$ cat config.mk
export PLATFORM = sky130hd
export DESIGN_NAME = base64_stream_codec_core
export DESIGN_NICKNAME = d
export VERILOG_FILES = /design/src/sv/b64sc_pkg.sv /design/src/sv/b64sc_front.sv /design/src/sv/b64sc_queue.sv /design/src/sv/b64sc_back.sv /design/src/sv/base64_stream_codec_core.sv
export VERILOG_INCLUDE_DIRS = /design/src /design/src/sv
export SDC_FILE = /design/constraint.sdc
export NUM_CORES = 1
export LEC_CHECK = 0
export ABC_AREA = 1
export BUFFER_PORTS_ARGS = -buffer_cell sky130_fd_sc_hd__buf_4
export CAP_MARGIN = 10
export CELL_PAD_IN_SITES_DETAIL_PLACEMENT = 0
export CELL_PAD_IN_SITES_GLOBAL_PLACEMENT = 1
export CORE_MARGIN = 4
export CORE_UTILIZATION = 40
export CTS_CLUSTER_DIAMETER = 150
export DETAILED_ROUTE_END_ITERATION = 10
export GPL_TIMING_DRIVEN = 0
export PLACE_DENSITY_LB_ADDON = 0.1
export SKIP_LAST_GASP = 1
export SYNTH_ARGS = -nofsm -noshare
export SYNTH_HDL_FRONTEND = slang
export SYNTH_SLANG_ARGS = --single-unit
$ cat constraint.sdc
create_clock -name i_clk -period 10.6 [get_ports i_clk]
set_input_delay 1.59 -clock i_clk [delete_from_list [all_inputs] [get_ports i_clk]]
set_output_delay 1.59 -clock i_clk [all_outputs]
set_load 0.02 [all_outputs]
$ cat src/sv/assert_macros.svh
// Assertion macros shared by the RTL of the base64 stream codec.
// Simulation builds get checking assertions; synthesis builds get nothing.
`ifndef ASSERT_MACROS_SVH
`define ASSERT_MACROS_SVH

`ifndef SYNTHESIS

`define ASSERT_IMPLIES(lbl, clk, rst_n, ante, cons) \
    lbl: assert property (@(posedge clk) disable iff (!(rst_n)) (ante) |-> (cons)) \
        else $error("assertion failed: same-cycle implication");

`define ASSERT_NEXT(lbl, clk, rst_n, ante, cons) \
    lbl: assert property (@(posedge clk) disable iff (!(rst_n)) (ante) |=> (cons)) \
        else $error("assertion failed: next-cycle implication");

`else

`define ASSERT_IMPLIES(lbl, clk, rst_n, ante, cons)

`define ASSERT_NEXT(lbl, clk, rst_n, ante, cons)

`endif

`endif

$ cat src/sv/b64sc_pkg.sv
// Package for the base64 stream codec: job type, constants and alphabet functions.
// Used by every module of the codec; depends on nothing.
`default_nettype none

package b64sc_pkg;

    localparam int QDEPTH = 4;
    localparam int QPTR_W = $clog2(QDEPTH);
    localparam int QCNT_W = $clog2(QDEPTH + 1);

    localparam logic       MODE_ENCODE = 1'b0;
    localparam logic       MODE_DECODE = 1'b1;
    localparam logic [7:0] PAD_CHAR    = 8'h3D;

    // One job is the group of results caused by one accepted item.
    typedef struct packed {
        logic [3:0][7:0] bytes;
        logic [1:0]      last_idx;
        logic            last;
        logic            empty;
    } t_job;

    function automatic logic [7:0] sym(input logic [5:0] v);
        logic [7:0] c;
        if (v < 6'd26) begin
            c = 8'd65 + {2'b00, v};
        end else if (v < 6'd52) begin
            c = 8'd71 + {2'b00, v};
        end else if (v < 6'd62) begin
            c = {2'b00, v} - 8'd4;
        end else if (v == 6'd62) begin
            c = 8'h2B;
        end else begin
            c = 8'h2F;
        end
        return c;
    endfunction

    // Bit 6 set means the character is outside the alphabet.
    function automatic logic [6:0] unsym(input logic [7:0] c);
        logic [6:0] v;
        if (c >= 8'h41 && c <= 8'h5A) begin
            v = 7'(c - 8'h41);
        end else if (c >= 8'h61 && c <= 8'h7A) begin
            v = 7'(c - 8'd71);
        end else if (c >= 8'h30 && c <= 8'h39) begin
            v = 7'(c + 8'd4);
        end else if (c == 8'h2B) begin
            v = 7'd62;
        end else if (c == 8'h2F) begin
            v = 7'd63;
        end else begin
            v = 7'd64;
        end
        return v;
    endfunction

endpackage

`default_nettype wire

$ cat src/sv/b64sc_front.sv
// Front end of the base64 stream codec: accepts items, tracks stream state
// and turns accepted items into jobs of result bytes. Depends on b64sc_pkg.
`default_nettype none

module b64sc_front import b64sc_pkg::*; (
    input  wire logic       i_clk,
    input  wire logic       i_rst_n,
    input  wire logic       i_cfg_we,
    input  wire logic       i_cfg_wdata,
    input  wire logic       i_valid,
    output logic            o_ready,
    input  wire logic [7:0] i_data_byte,
    input  wire logic       i_last,
    input  wire logic       i_q_full,
    output logic            o_push,
    output t_job            o_job
);

    logic        r_mode;
    logic [15:0] r_held;
    logic [1:0]  r_held_count;
    logic [13:0] r_acc;
    logic [2:0]  r_bits;
    logic        r_stopped;

    logic [15:0] n_held;
    logic [1:0]  n_held_count;
    logic [13:0] n_acc;
    logic [2:0]  n_bits;
    logic        n_stopped;

    logic        accept;
    logic        emit;
    t_job        job;
    logic [7:0]  b0;
    logic [7:0]  b1;
    logic [6:0]  dec_v;
    logic [13:0] acc_shift;
    logic [3:0]  bits_sum;
    logic [3:0]  bits_left;

    assign o_ready = !i_q_full;
    assign accept  = i_valid && o_ready;
    assign b0      = r_held[15:8];
    assign b1      = r_held[7:0];

    assign dec_v     = unsym(i_data_byte);
    assign acc_shift = {r_acc[7:0], dec_v[5:0]};
    assign bits_sum  = {1'b0, r_bits} + 4'd6;
    assign bits_left = bits_sum - 4'd8;

    always_comb begin
        n_held       = r_held;
        n_held_count = r_held_count;
        n_acc        = r_acc;
        n_bits       = r_bits;
        n_stopped    = r_stopped;
        emit         = 1'b0;
        job.bytes    = '0;
        job.last_idx = 2'd3;
        job.last     = i_last;
        job.empty    = 1'b0;

        if (r_mode == MODE_ENCODE) begin
            case (r_held_count)
                2'd1: begin
                    if (i_last) begin
                        emit         = 1'b1;
                        job.bytes[0] = sym(b0[7:2]);
                        job.bytes[1] = sym({b0[1:0], i_data_byte[7:4]});
                        job.bytes[2] = sym({i_data_byte[3:0], 2'b00});
                        job.bytes[3] = PAD_CHAR;
                    end else begin
                        n_held       = {b0, i_data_byte};
                        n_held_count = 2'd2;
                    end
                end
                2'd2: begin
                    emit         = 1'b1;
                    job.bytes[0] = sym(b0[7:2]);
                    job.bytes[1] = sym({b0[1:0], b1[7:4]});
                    job.bytes[2] = sym({b1[3:0], i_data_byte[7:6]});
                    job.bytes[3] = sym(i_data_byte[5:0]);
                    n_held       = '0;
                    n_held_count = 2'd0;
                end
                default: begin
                    if (i_last) begin
                        emit         = 1'b1;
                        job.bytes[0] = sym(i_data_byte[7:2]);
                        job.bytes[1] = sym({i_data_byte[1:0], 4'b0000});
                        job.bytes[2] = PAD_CHAR;
                        job.bytes[3] = PAD_CHAR;
                    end else begin
                        n_held       = {i_data_byte, 8'h00};
                        n_held_count = 2'd1;
                    end
                end
            endcase
        end else begin
            job.last_idx = 2'd0;
            if (!r_stopped) begin
                if (i_data_byte == 8'h00) begin
                    n_stopped = 1'b1;
                end else if (!dec_v[6]) begin
                    n_acc = acc_shift;
                    if (bits_sum >= 4'd8) begin
                        emit         = 1'b1;
                        n_bits       = bits_left[2:0];
                        job.bytes[0] = 8'(acc_shift >> bits_left);
                    end else begin
                        n_bits = bits_sum[2:0];
                    end
                end
            end
            // A message end with no decoded byte still needs its end marker.
            if (i_last && !emit) begin
                emit      = 1'b1;
                job.empty = 1'b1;
            end
        end

        if (i_last) begin
            n_held       = '0;
            n_held_count = 2'd0;
            n_acc        = '0;
            n_bits       = '0;
            n_stopped    = 1'b0;
        end
    end

    assign o_push = accept && emit;
    assign o_job  = job;

    always_ff @(posedge i_clk) begin
        if (!i_rst_n) begin
            r_mode       <= MODE_ENCODE;
            r_held       <= '0;
            r_held_count <= '0;
            r_acc        <= '0;
            r_bits       <= '0;
            r_stopped    <= 1'b0;
        end else if (i_cfg_we) begin
            r_mode       <= i_cfg_wdata;
            r_held       <= '0;
            r_held_count <= '0;
            r_acc        <= '0;
            r_bits       <= '0;
            r_stopped    <= 1'b0;
        end else if (accept) begin
            r_held       <= n_held;
            r_held_count <= n_held_count;
            r_acc        <= n_acc;
            r_bits       <= n_bits;
            r_stopped    <= n_stopped;
        end
    end

endmodule

`default_nettype wire

$ cat src/sv/b64sc_queue.sv
// Short job queue between the front and back ends of the base64 stream codec.
// Depends on b64sc_pkg for the job type and depth.
`default_nettype none

module b64sc_queue import b64sc_pkg::*; (
    input  wire logic i_clk,
    input  wire logic i_rst_n,
    input  wire logic i_push,
    input  wire t_job i_job,
    output logic      o_full,
    input  wire logic i_pop,
    output logic      o_head_valid,
    output t_job      o_head
);

    t_job              r_mem [QDEPTH];
    logic [QPTR_W-1:0] r_wr_ptr;
    logic [QPTR_W-1:0] r_rd_ptr;
    logic [QCNT_W-1:0] r_count;

    assign o_full       = (r_count == QCNT_W'(QDEPTH));
    assign o_head_valid = (r_count != '0);
    assign o_head       = r_mem[r_rd_ptr];

    always_ff @(posedge i_clk) begin
        if (i_push) begin
            r_mem[r_wr_ptr] <= i_job;
        end
    end

    always_ff @(posedge i_clk) begin
        if (!i_rst_n) begin
            r_wr_ptr <= '0;
            r_rd_ptr <= '0;
            r_count  <= '0;
        end else begin
            if (i_push) begin
                r_wr_ptr <= r_wr_ptr + 1'b1;
            end
            if (i_pop) begin
                r_rd_ptr <= r_rd_ptr + 1'b1;
            end
            if (i_push && !i_pop) begin
                r_count <= r_count + 1'b1;
            end else if (i_pop && !i_push) begin
                r_count <= r_count - 1'b1;
            end
        end
    end

endmodule

`default_nettype wire

$ cat src/sv/b64sc_back.sv
// Back end of the base64 stream codec: walks the head job one result per
// cycle into the output register while the output is not stalled. Depends on b64sc_pkg.
`default_nettype none

module b64sc_back import b64sc_pkg::*; (
    input  wire logic       i_clk,
    input  wire logic       i_rst_n,
    input  wire logic       i_head_valid,
    input  wire t_job       i_head,
    output logic            o_pop,
    output logic            o_valid,
    input  wire logic       i_ready,
    output logic [7:0]      o_out_byte,
    output logic            o_empty_res,
    output logic            o_out_last
);

    logic       r_valid;
    logic [1:0] r_idx;
    logic [7:0] r_byte;
    logic       r_empty;
    logic       r_last;

    logic       load;
    logic       at_end;

    assign load   = i_head_valid && (!r_valid || i_ready);
    assign at_end = (r_idx == i_head.last_idx);
    assign o_pop  = load && at_end;

    always_ff @(posedge i_clk) begin
        if (!i_rst_n) begin
            r_valid <= 1'b0;
            r_idx   <= '0;
        end else begin
            if (load) begin
                r_valid <= 1'b1;
                r_idx   <= at_end ? 2'd0 : r_idx + 2'd1;
            end else if (i_ready) begin
                r_valid <= 1'b0;
            end
        end
    end

    always_ff @(posedge i_clk) begin
        if (load) begin
            r_byte  <= i_head.bytes[r_idx];
            r_empty <= i_head.empty;
            r_last  <= i_head.last && at_end;
        end
    end

    assign o_valid     = r_valid;
    assign o_out_byte  = r_byte;
    assign o_empty_res = r_empty;
    assign o_out_last  = r_last;

endmodule

`default_nettype wire

$ cat src/sv/base64_stream_codec_core.sv
// Channel   Direction  Handshake            Beat contents
// input     in         i_valid / o_ready    i_data_byte, i_last
// result    out        o_valid / i_ready    o_out_byte, o_empty_res, o_out_last
// config    in         i_cfg_we             i_cfg_wdata (mode)
//
// An input beat is accepted in any cycle the four-entry job queue has room, so
// bytes can arrive back to back. The output register sends one result per cycle while i_ready holds:
// encoding sustains four results per three bytes, decoding three per four characters.
// A beat's job is written into the job queue, and its results are then registered in the output register.
// Reset is synchronous and clears the stream state, the queue and the output valid flag.
// Depends on b64sc_pkg, b64sc_front, b64sc_queue, b64sc_back and assert_macros.svh.
`default_nettype none
`include "assert_macros.svh"

module base64_stream_codec_core import b64sc_pkg::*; (
    input  wire logic       i_clk,
    input  wire logic       i_rst_n,
    input  wire logic       i_cfg_we,
    input  wire logic       i_cfg_wdata,
    input  wire logic       i_valid,
    output logic            o_ready,
    input  wire logic [7:0] i_data_byte,
    input  wire logic       i_last,
    output logic            o_valid,
    input  wire logic       i_ready,
    output logic [7:0]      o_out_byte,
    output logic            o_empty_res,
    output logic            o_out_last
);

    logic q_push;
    logic q_full;
    logic q_pop;
    logic q_head_valid;
    t_job q_job;
    t_job q_head;

    b64sc_front u_front (
        .i_clk       (i_clk),
        .i_rst_n     (i_rst_n),
        .i_cfg_we    (i_cfg_we),
        .i_cfg_wdata (i_cfg_wdata),
        .i_valid     (i_valid),
        .o_ready     (o_ready),
        .i_data_byte (i_data_byte),
        .i_last      (i_last),
        .i_q_full    (q_full),
        .o_push      (q_push),
        .o_job       (q_job)
    );

    b64sc_queue u_queue (
        .i_clk        (i_clk),
        .i_rst_n      (i_rst_n),
        .i_push       (q_push),
        .i_job        (q_job),
        .o_full       (q_full),
        .i_pop        (q_pop),
        .o_head_valid (q_head_valid),
        .o_head       (q_head)
    );

    b64sc_back u_back (
        .i_clk        (i_clk),
        .i_rst_n      (i_rst_n),
        .i_head_valid (q_head_valid),
        .i_head       (q_head),
        .o_pop        (q_pop),
        .o_valid      (o_valid),
        .i_ready      (i_ready),
        .o_out_byte   (o_out_byte),
        .o_empty_res  (o_empty_res),
        .o_out_last   (o_out_last)
    );

    `ASSERT_IMPLIES(a_no_push_when_full, i_clk, i_rst_n, q_push, !q_full)
    `ASSERT_IMPLIES(a_no_pop_when_empty, i_clk, i_rst_n, q_pop, q_head_valid)
    `ASSERT_IMPLIES(a_empty_is_end, i_clk, i_rst_n, o_valid && o_empty_res, o_out_last && (o_out_byte == 8'h00))
    `ASSERT_NEXT(a_pop_fills_output, i_clk, i_rst_n, q_pop, o_valid)

endmodule

`default_nettype wire
==> metrics.txt, run 1 <==
Pleak roughly 4.7 nW; Die Height 174 um; Congestion Overflow GR 0; share of cells above drive strength 1 0.0938; Hold Buf Count CTS 0; ys async rst share 0; CP bufs+invs 6; register area share after synthesis 0.486; vias in the first global route 9204; DR WL/cell 20.3 um; CTS Sinks 192; nets@finish 1421; startpoint types input port; Levels on crit path 21; Slew Viols, Final 0; Reg clk slew, reported paths 0.09 ns; RSZ-0062 raised after global routing false; DRC errors left 0; port bufs 25; syn avg cell area 8.37 sq um; final setup TNS 0 ns; hold path depth 2; Initial Util 0.407; DRT Pass-1 Iters 6; row cnt 60; routability congestion estimate from global placement 0.929; CTS max path bufs 2; Net Count, Synth 1372; Rel. slew slack 0.409; worst-path maximum fanout 12; routed vias/inst between 5 and 6; Syn. warnings 0; antenna cells 0; max incr delay on CP roughly 0.43 ns; largest net degree at the start of global routing 27; crit end category register; H-tree levels 4; CTS tree yes; P per Cell Area roughly 190 nW/um^2; clock latency on the worst-skew pair 0.44 ns; DRT iter0 DRCs 901; chip width approximately 170 um; CTS Buf Count 17; WL final about 35000 um; GRT Total Usage 0.226; Netlist cell types 48; Worst R2R Start u_front.r_held_count[0]; Peak VDD IR 0.100 mV; global-route wire length before repair 53300 um; Hold Path Origin u_queue.r_rd_ptr[0]; Hold Crit Class reg -> reg; initial antenna violation count 0; Critical Path RT around 11 ns; Mapped Cells roughly 1300; total number of vias 9622; Most common cell on crit path nand2_2; Crit Path Class in -> reg; endpoint arrival time on the critical path approximately 5.0 ns; Final ANT Viol Nets 0; post-cts sizing count 0; Peak Freq 214 MHz; Final HPWL DP 25600 um; status finished, final reports clean; Reg-to-Reg End u_queue.r_count[2]; die area 30200 sq um; FF-to-FF setup slack between 7 and 8 ns; CP cell instances buf_4 -> buf_2 -> inv_2 -> ha_1 -> inv_2 -> a21oi_1 -> nand3_1 -> nand2_2 -> nand3_2 -> nand2_2 -> nand2_2 -> nand2_1 -> nand2_2 -> inv_1 -> ha_1 -> inv_1 -> fa_1 -> a21oi_1 -> o21ai_0 -> o21ai_0 -> a21oi_1; Layout area overhead 12.4%; Root Buffer clkbuf_16; Slowest cell on crit path ha_1; Period Utilization, post-route 0.440; Max Cap Viol 0; Synth Cell Area roughly 11000 sq um; Top FF cell, synth edfxtp_1; Yosys reg bits 192; number of flops mapped to enable cells by yosys 150; final setup fails 0; Clock Skews between 0.02 and 0.025 ns; fin worst setup slack 5.94 ns; Worst R2R Path Depth 14; core area 27000 sq um; post-CTS setup buffer count 0; Fin. Hold Viols 0; Worst-Margin Slew 0.883 ns; Period minus WS final roughly 4.7 ns; CP top delay family buffers and inverters; I/O pins 27; DP Worst Slack 5.49 ns
Yosys cell counts, drive strengths merged, types with 2 or more instances:
library cell / number / area, sq um
a41oi: 2 / 17.5
or2: 2 / 12.5
nand2: 261 / 1020
o2111ai: 3 / 26.3
dfxtp: 42 / 841
xnor2: 6 / 52.6
clkbuf: 38 / 144
clkinv: 3 / 16.3
nor4: 2 / 12.5
nor2: 157 / 617
nor3: 10 / 50.1
o211ai: 17 / 128
nand4: 22 / 138
a211oi: 12 / 90.1
buf: 18 / 118
a21oi: 97 / 489
edfxtp: 150 / 4500
o311ai: 2 / 17.5
ha: 42 / 526
xor2: 19 / 166
nand3: 89 / 455
inv: 123 / 462
o21ai: 137 / 689
a211o: 2 / 17.5
o22ai: 36 / 225
o31ai: 3 / 22.5
a31oi: 11 / 68.8
per-layer routing:
| layer | global-route usage | part of all wire |
|---|---|---|
| met1 | 0.311 | 0.46 |
| met2 | 0.371 | 0.46 |
| met3 | 0.0305 | 0.048 |
| met4 | 0.0752 | 0.031 |
| met5 | 0 | 0 |
worst max path at each step:
stage,start,end,slack (ns)
5_1_grt,i_data_byte[4],u_queue.r_count[2],5.63
2_1_floorplan,i_data_byte[4],u_queue.r_mem[0][0],5.71
4_1_cts,i_data_byte[4],u_queue.r_count[2],5.98
3_3_place_gp,i_data_byte[4],u_queue.r_mem[3][31],3.56
6_report,i_data_byte[4],u_queue.r_count[2],5.94
3_5_place_dp,i_data_byte[4],u_queue.r_count[2],5.49
report_power, final:
part           switching (W)  internal, W
clock               0.000356     0.000329
combinational       0.000491     0.000202
sequential         0.0000278     0.000903
total               0.000875      0.00143
area by class of cell:
cell class              count  area (sq um)
clock buffers              17           425
flip-flops and latches    192          5350
multi-input cells         940          4950
inverters                 126           478
repair buffers             30           290
well taps                 341           427
clock inverters            15           196
fillers                  2768         14700
plain buffers              56           262
worst min-delay path, stage by stage (launching register included):
cell     delay (ns)
dfxtp_1        0.32
inv_1          0.06
a21oi_1        0.06
kinds of logic (layout without fill, tap and decap cells):
kind of cell | count (synthesis) | after routing | share of synthesized area
AOI/OAI and AO/OA | 327 | 327 | 0.167
xor gates and xnor gates | 25 | 25 | 0.0199
DFF | 192 | 192 | 0.486
and+or+nand+nor | 544 | 544 | 0.210
adders and majority gates | 43 | 43 | 0.0496
buffers and inverters | 182 | 244 | 0.0672
muxes | 1 | 1 | 0.000910
sequential cells by signal, summed over array words and instances, names as in the netlist, 2 cells and up, named ones only:
| register | cells |
|---|---|
| u_queue.r_mem | 140 |
| u_front.r_held | 16 |
| u_back.o_out_byte | 8 |
| u_front.r_acc | 8 |
| u_queue.r_count | 3 |
| u_back.r_idx | 2 |
| u_front.r_bits | 2 |
| u_front.r_held_count | 2 |
| u_queue.r_rd_ptr | 2 |
| u_queue.r_wr_ptr | 2 |
cell usage in the layout, fill, tap and decap left out, drive strengths merged:
master and instances:
nand2 261, nor2 157, edfxtp 150, o21ai 137, inv 132, a21oi 97, nand3 89, clkbuf 55
buf 48, ha 42, dfxtp 42, o22ai 36, nand4 22, xor2 19, o211ai 17, a211oi 12
a31oi 11, nor3 10, clkinv 9, xnor2 6, o2111ai 3, o31ai 3, a41oi 2, or2 2
a211o 2, o311ai 2, nor4 2, a32o 1, mux2i 1, nand3b 1, o21bai 1, a32oi 1
a221oi 1, a22oi 1, fa 1
stage by stage:
| stage | utilization | hold WS (ns) | instance area, sq um | cells | total power, W |
|---|---|---|---|---|---|
| floorplan | - | 0.442 | 11000 | 1314 | 0.00138 |
| global placement | 0.430 | 0.448 | 11600 | 1680 | 0.00163 |
| detailed placement | 0.435 | 0.458 | 11800 | 1685 | 0.00164 |
| CTS | 0.458 | 0.464 | 12400 | 1717 | 0.00232 |
| global route | 0.458 | 0.476 | 12400 | 1717 | 0.00242 |
| finish | 0.458 | 0.462 | 12400 | 1717 | 0.00231 |
No activity file was read; power rests on OpenSTA's default activity.
==> run 2: changes to the inputs <==
Settings changed: ABC_AREA 1 to 0.
Clock period 10.6 ns to 4.4 ns, I/O delays scaled along.
==> metrics.txt, run 2 <==
mux cell area share after synthesis 0.103 (+0.102); ys async rst share 0 (unchanged); crit end category register; row cnt 59 (-1.7%); CP cell instances buf_4 -> buf_2 -> clkbuf_4 -> inv_1 -> ha_1 -> a21o_1 -> o41ai_4 -> a32oi_2 -> nor3_1 -> a211o_4 -> or3_1 -> buf_2 -> o31ai_1; WL final 31100 um (-11%); Hold Crit Class reg -> reg; RSZ-0062 raised after global routing true; Most common cell on crit path buf_2; Mapped Cells 972 (-26%); FF-to-FF setup slack 0.81 ns (-6.70 ns); Reg-to-Reg End u_queue.r_count[2]; Yosys reg bits 192 (unchanged); Synth area leader edfxtp_1; CP top delay family compound AO/OA/AOI/OAI gates; Synth Area in Compound Gates 0.159 (-0.00755); most frequent cell after synthesis edfxtp_1; P_sw 0.00152 W (+74%); startpoint types input port; Post-Synth Adder-Cell Area 0.0504 (+0.000779); post-route cell area 12200 sq um (-1.7%); Comb pwr share 0.254 (-0.046); commonest non-fill, non-tap cell in the layout edfxtp_1; Endpoint, Worst Hold u_front.r_acc[4]; Worst R2R Start u_front.r_bits[1]; Reg power frac 0.441 (+0.038); Die Height 173 um (-0.74%); Synth area leaders edfxtp_1, mux4_2, dfxtp_1; Commonest cells post-synth edfxtp_1, nand2_1, a21oi_1; Period minus WS final 4.33 ns; Peak Freq 231 MHz; clock share of power 0.305 (+0.008); H-tree levels 4 (unchanged); CTS Sinks 192 (unchanged); die area 29800 sq um (-1.5%); DR WL/cell 22.7 um (+12%); final setup fails 0 (unchanged); Worst R2R Path Depth 11 (-3); vias in the first global route 7835 (-15%); max FFs per register 140 (unchanged); CTS tree yes; Reg clk slew, reported paths 0.08 ns (about the same); number of flops mapped to enable cells by yosys 150 (unchanged); P per Cell Area 409 nW/um^2 (+120%); DRT Pass-1 Iters 5 (-1); Pleak 4.05 nW (-14%); total number of vias 8063 (-16%); antenna cells 0 (unchanged); Final HPWL DP 23100 um (-9.6%); Layout area overhead 12.3%; I/O pins 27 (unchanged); initial antenna violation count 0 (unchanged); Fin. Hold Viols 0 (unchanged); Simple-Gate Fraction of Synth Area 0.133 (-0.0771); register area share after synthesis 0.493 (+0.00763); xor and xnor area share after synthesis 0.0243 (+0.00436); Netlist cell types 77 (+60%); Peak VDD IR 0.240 mV (+140%); status finished, final reports clean; port bufs 26 (+4.0%); clock latency on the worst-skew pair 0.43 ns (about the same); largest family of logic cells by synthesized area compound AO/OA/AOI/OAI gates; final-layout fill cell count 2452 (-11%); CTS max path bufs 2 (unchanged); global-route wire length before repair 48100 um (-9.8%); worst hold margin 0.471 ns (+0.00902 ns); Clock Skews 0.0182 ns (-0.00382 ns); largest net degree at the start of global routing 32 (+19%); Syn. warnings 0 (unchanged); DRC errors left 0 (unchanged); commonest non-fill, non-tap cells in the layout edfxtp_1, nand2_1, a21oi_1; Congestion Overflow GR 0 (unchanged); Period Utilization, post-route 0.985; Root Buffer clkbuf_16; area of placed instances 11500 sq um (-1.8%); Hold Path Origin u_front.r_acc[4]; endpoint arrival time on the critical path 4.45 ns (-0.55 ns); core area 26400 sq um (-2.5%); Final ANT Viol Nets 0 (unchanged); Sw Share 0.306 (-0.0732); Worst-Margin Slew 1.01 ns (+0.126 ns); Initial Util 0.411 (+0.00392); CTS Buf Count 17 (unchanged); hold path depth 1 (-1); Slowest cell on crit path o31ai_1; CP bufs+invs 5 (-1); share of cells above drive strength 1 0.144 (+0.0501); Yosys top cell area share 0.416 (+0.00643); chip width 173 um (-0.74%); Crit Path Class in -> reg; GRT Total Usage 0.209 (-0.0178); largest registers u_queue.r_mem: 140 flops, u_front.r_held: 16 flops; most flop-heavy register u_queue.r_mem; max incr delay on CP 0.76 ns (+0.33 ns); Slew Viols, Final 0 (unchanged); Critical Path RT 4.52 ns (-6.42 ns); Max Cap Viol 0 (unchanged); routed vias/inst 5.88 (+4.9%); worst-path maximum fanout 10 (-2); Top FF cell, synth edfxtp_1; nets@finish 1081 (-24%); Pint 0.00345 W (+140%); Synth Cell Area 10800 sq um (-1.5%); syn avg cell area 11.1 sq um (+33%); Rel. slew slack 0.325 (-0.0846); routability congestion estimate from global placement 0.884 (-4.8%); Net Count, Synth 1030 (-25%); DRT iter0 DRCs 651 (-28%)
## run 2: worst max path at each step
stage                         startpoint                   end  slack [ns]  cells past startpoint
after CTS                 i_data_byte[2]    u_queue.r_count[2]        0.07                     17
after global routing      i_data_byte[2]    u_queue.r_count[2]       -0.02                     17
after global placement    i_data_byte[2]  u_queue.r_mem[1][14]       -1.47                     12
after detailed placement  i_data_byte[2]    u_queue.r_count[2]       -0.82                     17
after floorplan           i_data_byte[2]   u_queue.r_mem[0][0]        0.20                     11
final                     i_data_byte[2]   u_queue.r_mem[0][9]        0.07                     13
## run 2: cells by family (layout without fill, tap and decap cells)
| group | Yosys count | after routing |
|---|---|---|
| AO/OA/AOI/OAI | 254 | 254 |
| XOR/XNOR | 30 | 30 |
| adder cells (fa/ha/maj) | 43 | 43 |
| buffers and inverters | 99 | 163 |
| flip-flops | 192 | 192 |
| multiplexers | 55 | 55 |
| AND/OR/NAND/NOR | 299 | 299 |
## run 2: final cells by class
cell class,count,area (sq um),share of cell area
Sequential cell,192,5350,0.439
Clock buffer,18,429,0.0353
Inverter,40,150,0.0123
Multi-Input combinational cell,681,5120,0.421
Tap cell,335,419,0.0345
Clock inverter,14,145,0.0119
Timing Repair Buffer,33,305,0.0251
Buffer,58,249,0.0205
## run 2: stage by stage
| stage | total power [W] | setup slack [ns] | setup TNS, ns | cells | utilization |
|---|---|---|---|---|---|
| after global routing | 0.00523 | -0.0225 | -0.0225 | 1371 | 0.462 |
| after global placement | 0.00350 | -1.47 | -218.45 | 1333 | 0.434 |
| after CTS | 0.00504 | 0.0737 | 0 | 1369 | 0.460 |
| final | 0.00497 | 0.0675 | 0 | 1371 | 0.462 |
| after detailed placement | 0.00352 | -0.824 | -76.73 | 1337 | 0.438 |
| after floorplan | 0.00310 | 0.201 | 0 | 972 | - |
## run 2: routing by layer
metal	track usage	up-vias	part of all wire
li1	-	3801	-
met1	0.290	3974	0.46
met2	0.341	236	0.48
met3	0.0349	52	0.043
met4	0.0589	0	0.024
met5	0	-	0
## run 2: worst register-to-register path, cell delays in order, from the launching register on
cell and delay (ns):
dfxtp_1 0.33, clkbuf_1 0.37, clkinv_1 0.39, ha_1 0.35, or4_1 0.57, o22ai_4 0.25
ha_1 0.23, inv_1 0.06, fa_1 0.37, xor2_1 0.16, or3_1 0.31, a21boi_0 0.15
## run 2: what timing repair did
action                                  in CTS  in global routing
pin swaps                                    0                  1
hold buffers                                 0                  0
endpoints found under the setup margin      83                 17
setup buffers                                0                  3
resized for setup                            4                  5
hold endpoints to repair                     0                  0
## run 2: power by group through the flow
stage	sequential [W]	combinational [W]	clock (W)
floorplan	0.00230	0.000803	0
CTS	0.00219	0.00129	0.00156
finish	0.00219	0.00126	0.00152
detailed placement	0.00223	0.00128	0
global placement	0.00224	0.00127	0
global route	0.00221	0.00138	0.00164
==> run 3: changes to the inputs <==
Settings changed: MAX_ROUTING_LAYER from default to met4.
==> metrics.txt, run 3 (same netlist as run 2, synthesis figures left out) <==
status finished, final reports clean; P_sw 0.00153 W (+0.55%); DRC errors left 0 (unchanged); max FFs per register 140 (unchanged); RSZ-0062 raised after global routing true; I/O pins 27 (unchanged); largest net degree at the start of global routing 32 (unchanged); Sw Share 0.307 (+0.00113); Period minus WS final 4.39 ns (+0.0611 ns); Slew Viols, Final 0 (unchanged); global-route wire length before repair 48100 um (about the same); die area 29800 sq um (unchanged); Reg clk slew, reported paths 0.08 ns (about the same); most flop-heavy register u_queue.r_mem; Hold Buf Count CTS 0 (unchanged); CTS Sinks 192 (unchanged); Peak VDD IR 0.241 mV (+0.42%); Peak Freq 228 MHz (-1.4%); chip width 173 um (unchanged); final-layout fill cell count 2451 (-0.041%); hold path depth 1 (unchanged); CTS tree yes; Reg power frac 0.440 (about the same); Worst R2R Path Depth 11 (unchanged); Final Core Density 0.462 (about the same); DR WL/cell 22.8 um (+0.34%); Layout area overhead 12.3% (about the same); CTS Buf Count 17 (unchanged); largest registers u_queue.r_mem: 140 flops, u_front.r_held: 16 flops; share of cells above drive strength 1 0.144 (unchanged); Worst-Margin Slew 0.988 ns (-0.0214 ns); commonest non-fill, non-tap cell in the layout edfxtp_1; Pleak 4.05 nW (unchanged); Comb pwr share 0.255 (about the same); Period Utilization, post-route 0.999 (+0.0139); CTS max path bufs 2 (unchanged); DRT iter0 DRCs 726 (+12%); P per Cell Area 410 nW/um^2 (+0.15%); row cnt 59 (unchanged); clock latency on the worst-skew pair 0.43 ns (about the same); H-tree levels 4 (unchanged); Pint 0.00345 W (about the same); Congestion Overflow GR 0 (unchanged); core area 26400 sq um (unchanged); vias in the first global route 7832 (-0.038%); routability congestion estimate from global placement 0.899 (+1.7%); Root Buffer clkbuf_16; Die Height 173 um (unchanged); Crit Path Class in -> reg; worst-path maximum fanout 10 (unchanged); Power Total 0.00498 W (+0.17%); startpoint types input port; Hold Crit Class reg -> reg; nets@finish 1081 (unchanged); GRT Total Usage 0.215 (+0.00615); Fin. Hold Viols 0 (unchanged); CP Launch Point i_data_byte[2]; final setup fails 0 (unchanged); Worst R2R Start u_front.r_bits[1]; Rel. slew slack 0.339 (+0.0143); DRT Pass-1 Iters 5 (unchanged); WL final 31200 um (+0.41%); Multi-input gate area 5120 sq um (unchanged); Final ANT Viol Nets 0 (unchanged); commonest non-fill, non-tap cells in the layout edfxtp_1, nand2_1, a21oi_1; crit end category register; register area 5350 sq um (unchanged); Clock Skews 0.0191 ns (+0.000828 ns); clock share of power 0.305 (about the same); Final HPWL DP 23100 um (unchanged); port bufs 26 (unchanged); Critical Path RT 4.51 ns (about the same); routed vias/inst 5.85 (-0.52%); Hold Path Origin u_front.r_acc[4]; Initial Util 0.411 (unchanged); total number of vias 8027 (-0.45%); initial antenna violation count 1 (+1); endpoint arrival time on the critical path 4.51 ns (+0.06 ns); Max Cap Viol 0 (unchanged)
## run 3: cell count changes in the layout (fill, tap and decap cells not counted)
| cell | previous run | this run |
|---|---|---|
| diode_2 | 0 | 1 |
## run 3: layer usage
| metal | track usage | wire length [um] | up-vias |
|---|---|---|---|
| li1 | - | - | 3806 |
| met1 | 0.289 | 14300 | 3940 |
| met2 | 0.340 | 14900 | 243 |
| met3 | 0.0358 | 1420 | 38 |
| met4 | 0.0595 | 657 | 0 |
| met5 | - | 0 | - |
## run 3: through the flow
| step | std cells | TNS (ns) | cell area [sq um] | hold slack, ns | worst slack, ns |
|---|---|---|---|---|---|
| 4_1_cts | 1369 | 0 | 12100 | 0.476 | 0.0737 |
| 3_3_place_gp | 1333 | -218.45 | 11400 | 0.450 | -1.47 |
| 5_1_grt | 1372 | -0.0172 | 12200 | 0.486 | -0.0172 |
| 6_report | 1372 | 0 | 12200 | 0.475 | 0.00636 |
| 3_5_place_dp | 1337 | -76.73 | 11500 | 0.457 | -0.824 |
| 2_1_floorplan | 972 | 0 | 10800 | 0.438 | 0.201 |
## run 3: layout make-up
class	instances	share of cell area
Inverter	40	0.0123
Timing Repair Buffer	33	0.0251
Clock inverter	14	0.0119
Multi-Input combinational cell	681	0.421
Buffer	58	0.0205
Sequential cell	192	0.439
Clock buffer	18	0.0353
Antenna cell	1	0.000206
Tap cell	335	0.0345
## run 3: critical path: stages
cell      delay [ns]
buf_4           0.13
buf_2           0.18
clkbuf_4        0.24
inv_1           0.33
ha_1            0.26
a21o_1          0.22
o41ai_4         0.11
a32oi_2         0.53
nor3_1          0.13
a211o_4         0.36
or3_1           0.36
buf_2           0.20
o31ai_1         0.78
## run 3: power groups by stage
stage	Sequential, W	Combinational (W)	Clock (W)
floorplan	0.00230	0.000803	0
global placement	0.00224	0.00127	0
detailed placement	0.00223	0.00128	0
CTS	0.00219	0.00129	0.00156
global route	0.00221	0.00138	0.00164
finish	0.00219	0.00127	0.00152
## run 3: worst paths after layout
path | to | slack (ns)
hold reg to reg | u_front.r_acc[4] | 0.47
hold / removal | u_front.r_acc[4] | 0.47
setup / recovery | u_queue.r_mem[0][9] | 0.006
setup reg to reg | u_queue.r_count[2] | 0.83
## run 3: repair_timing
| action | CTS | global route |
|---|---|---|
| pin swaps | 0 | 1 |
| gates resized for setup | 4 | 5 |
| buffers inserted | 0 | 3 |
| cloned | 0 | 0 |
| setup endpoints to repair | 83 | 17 |
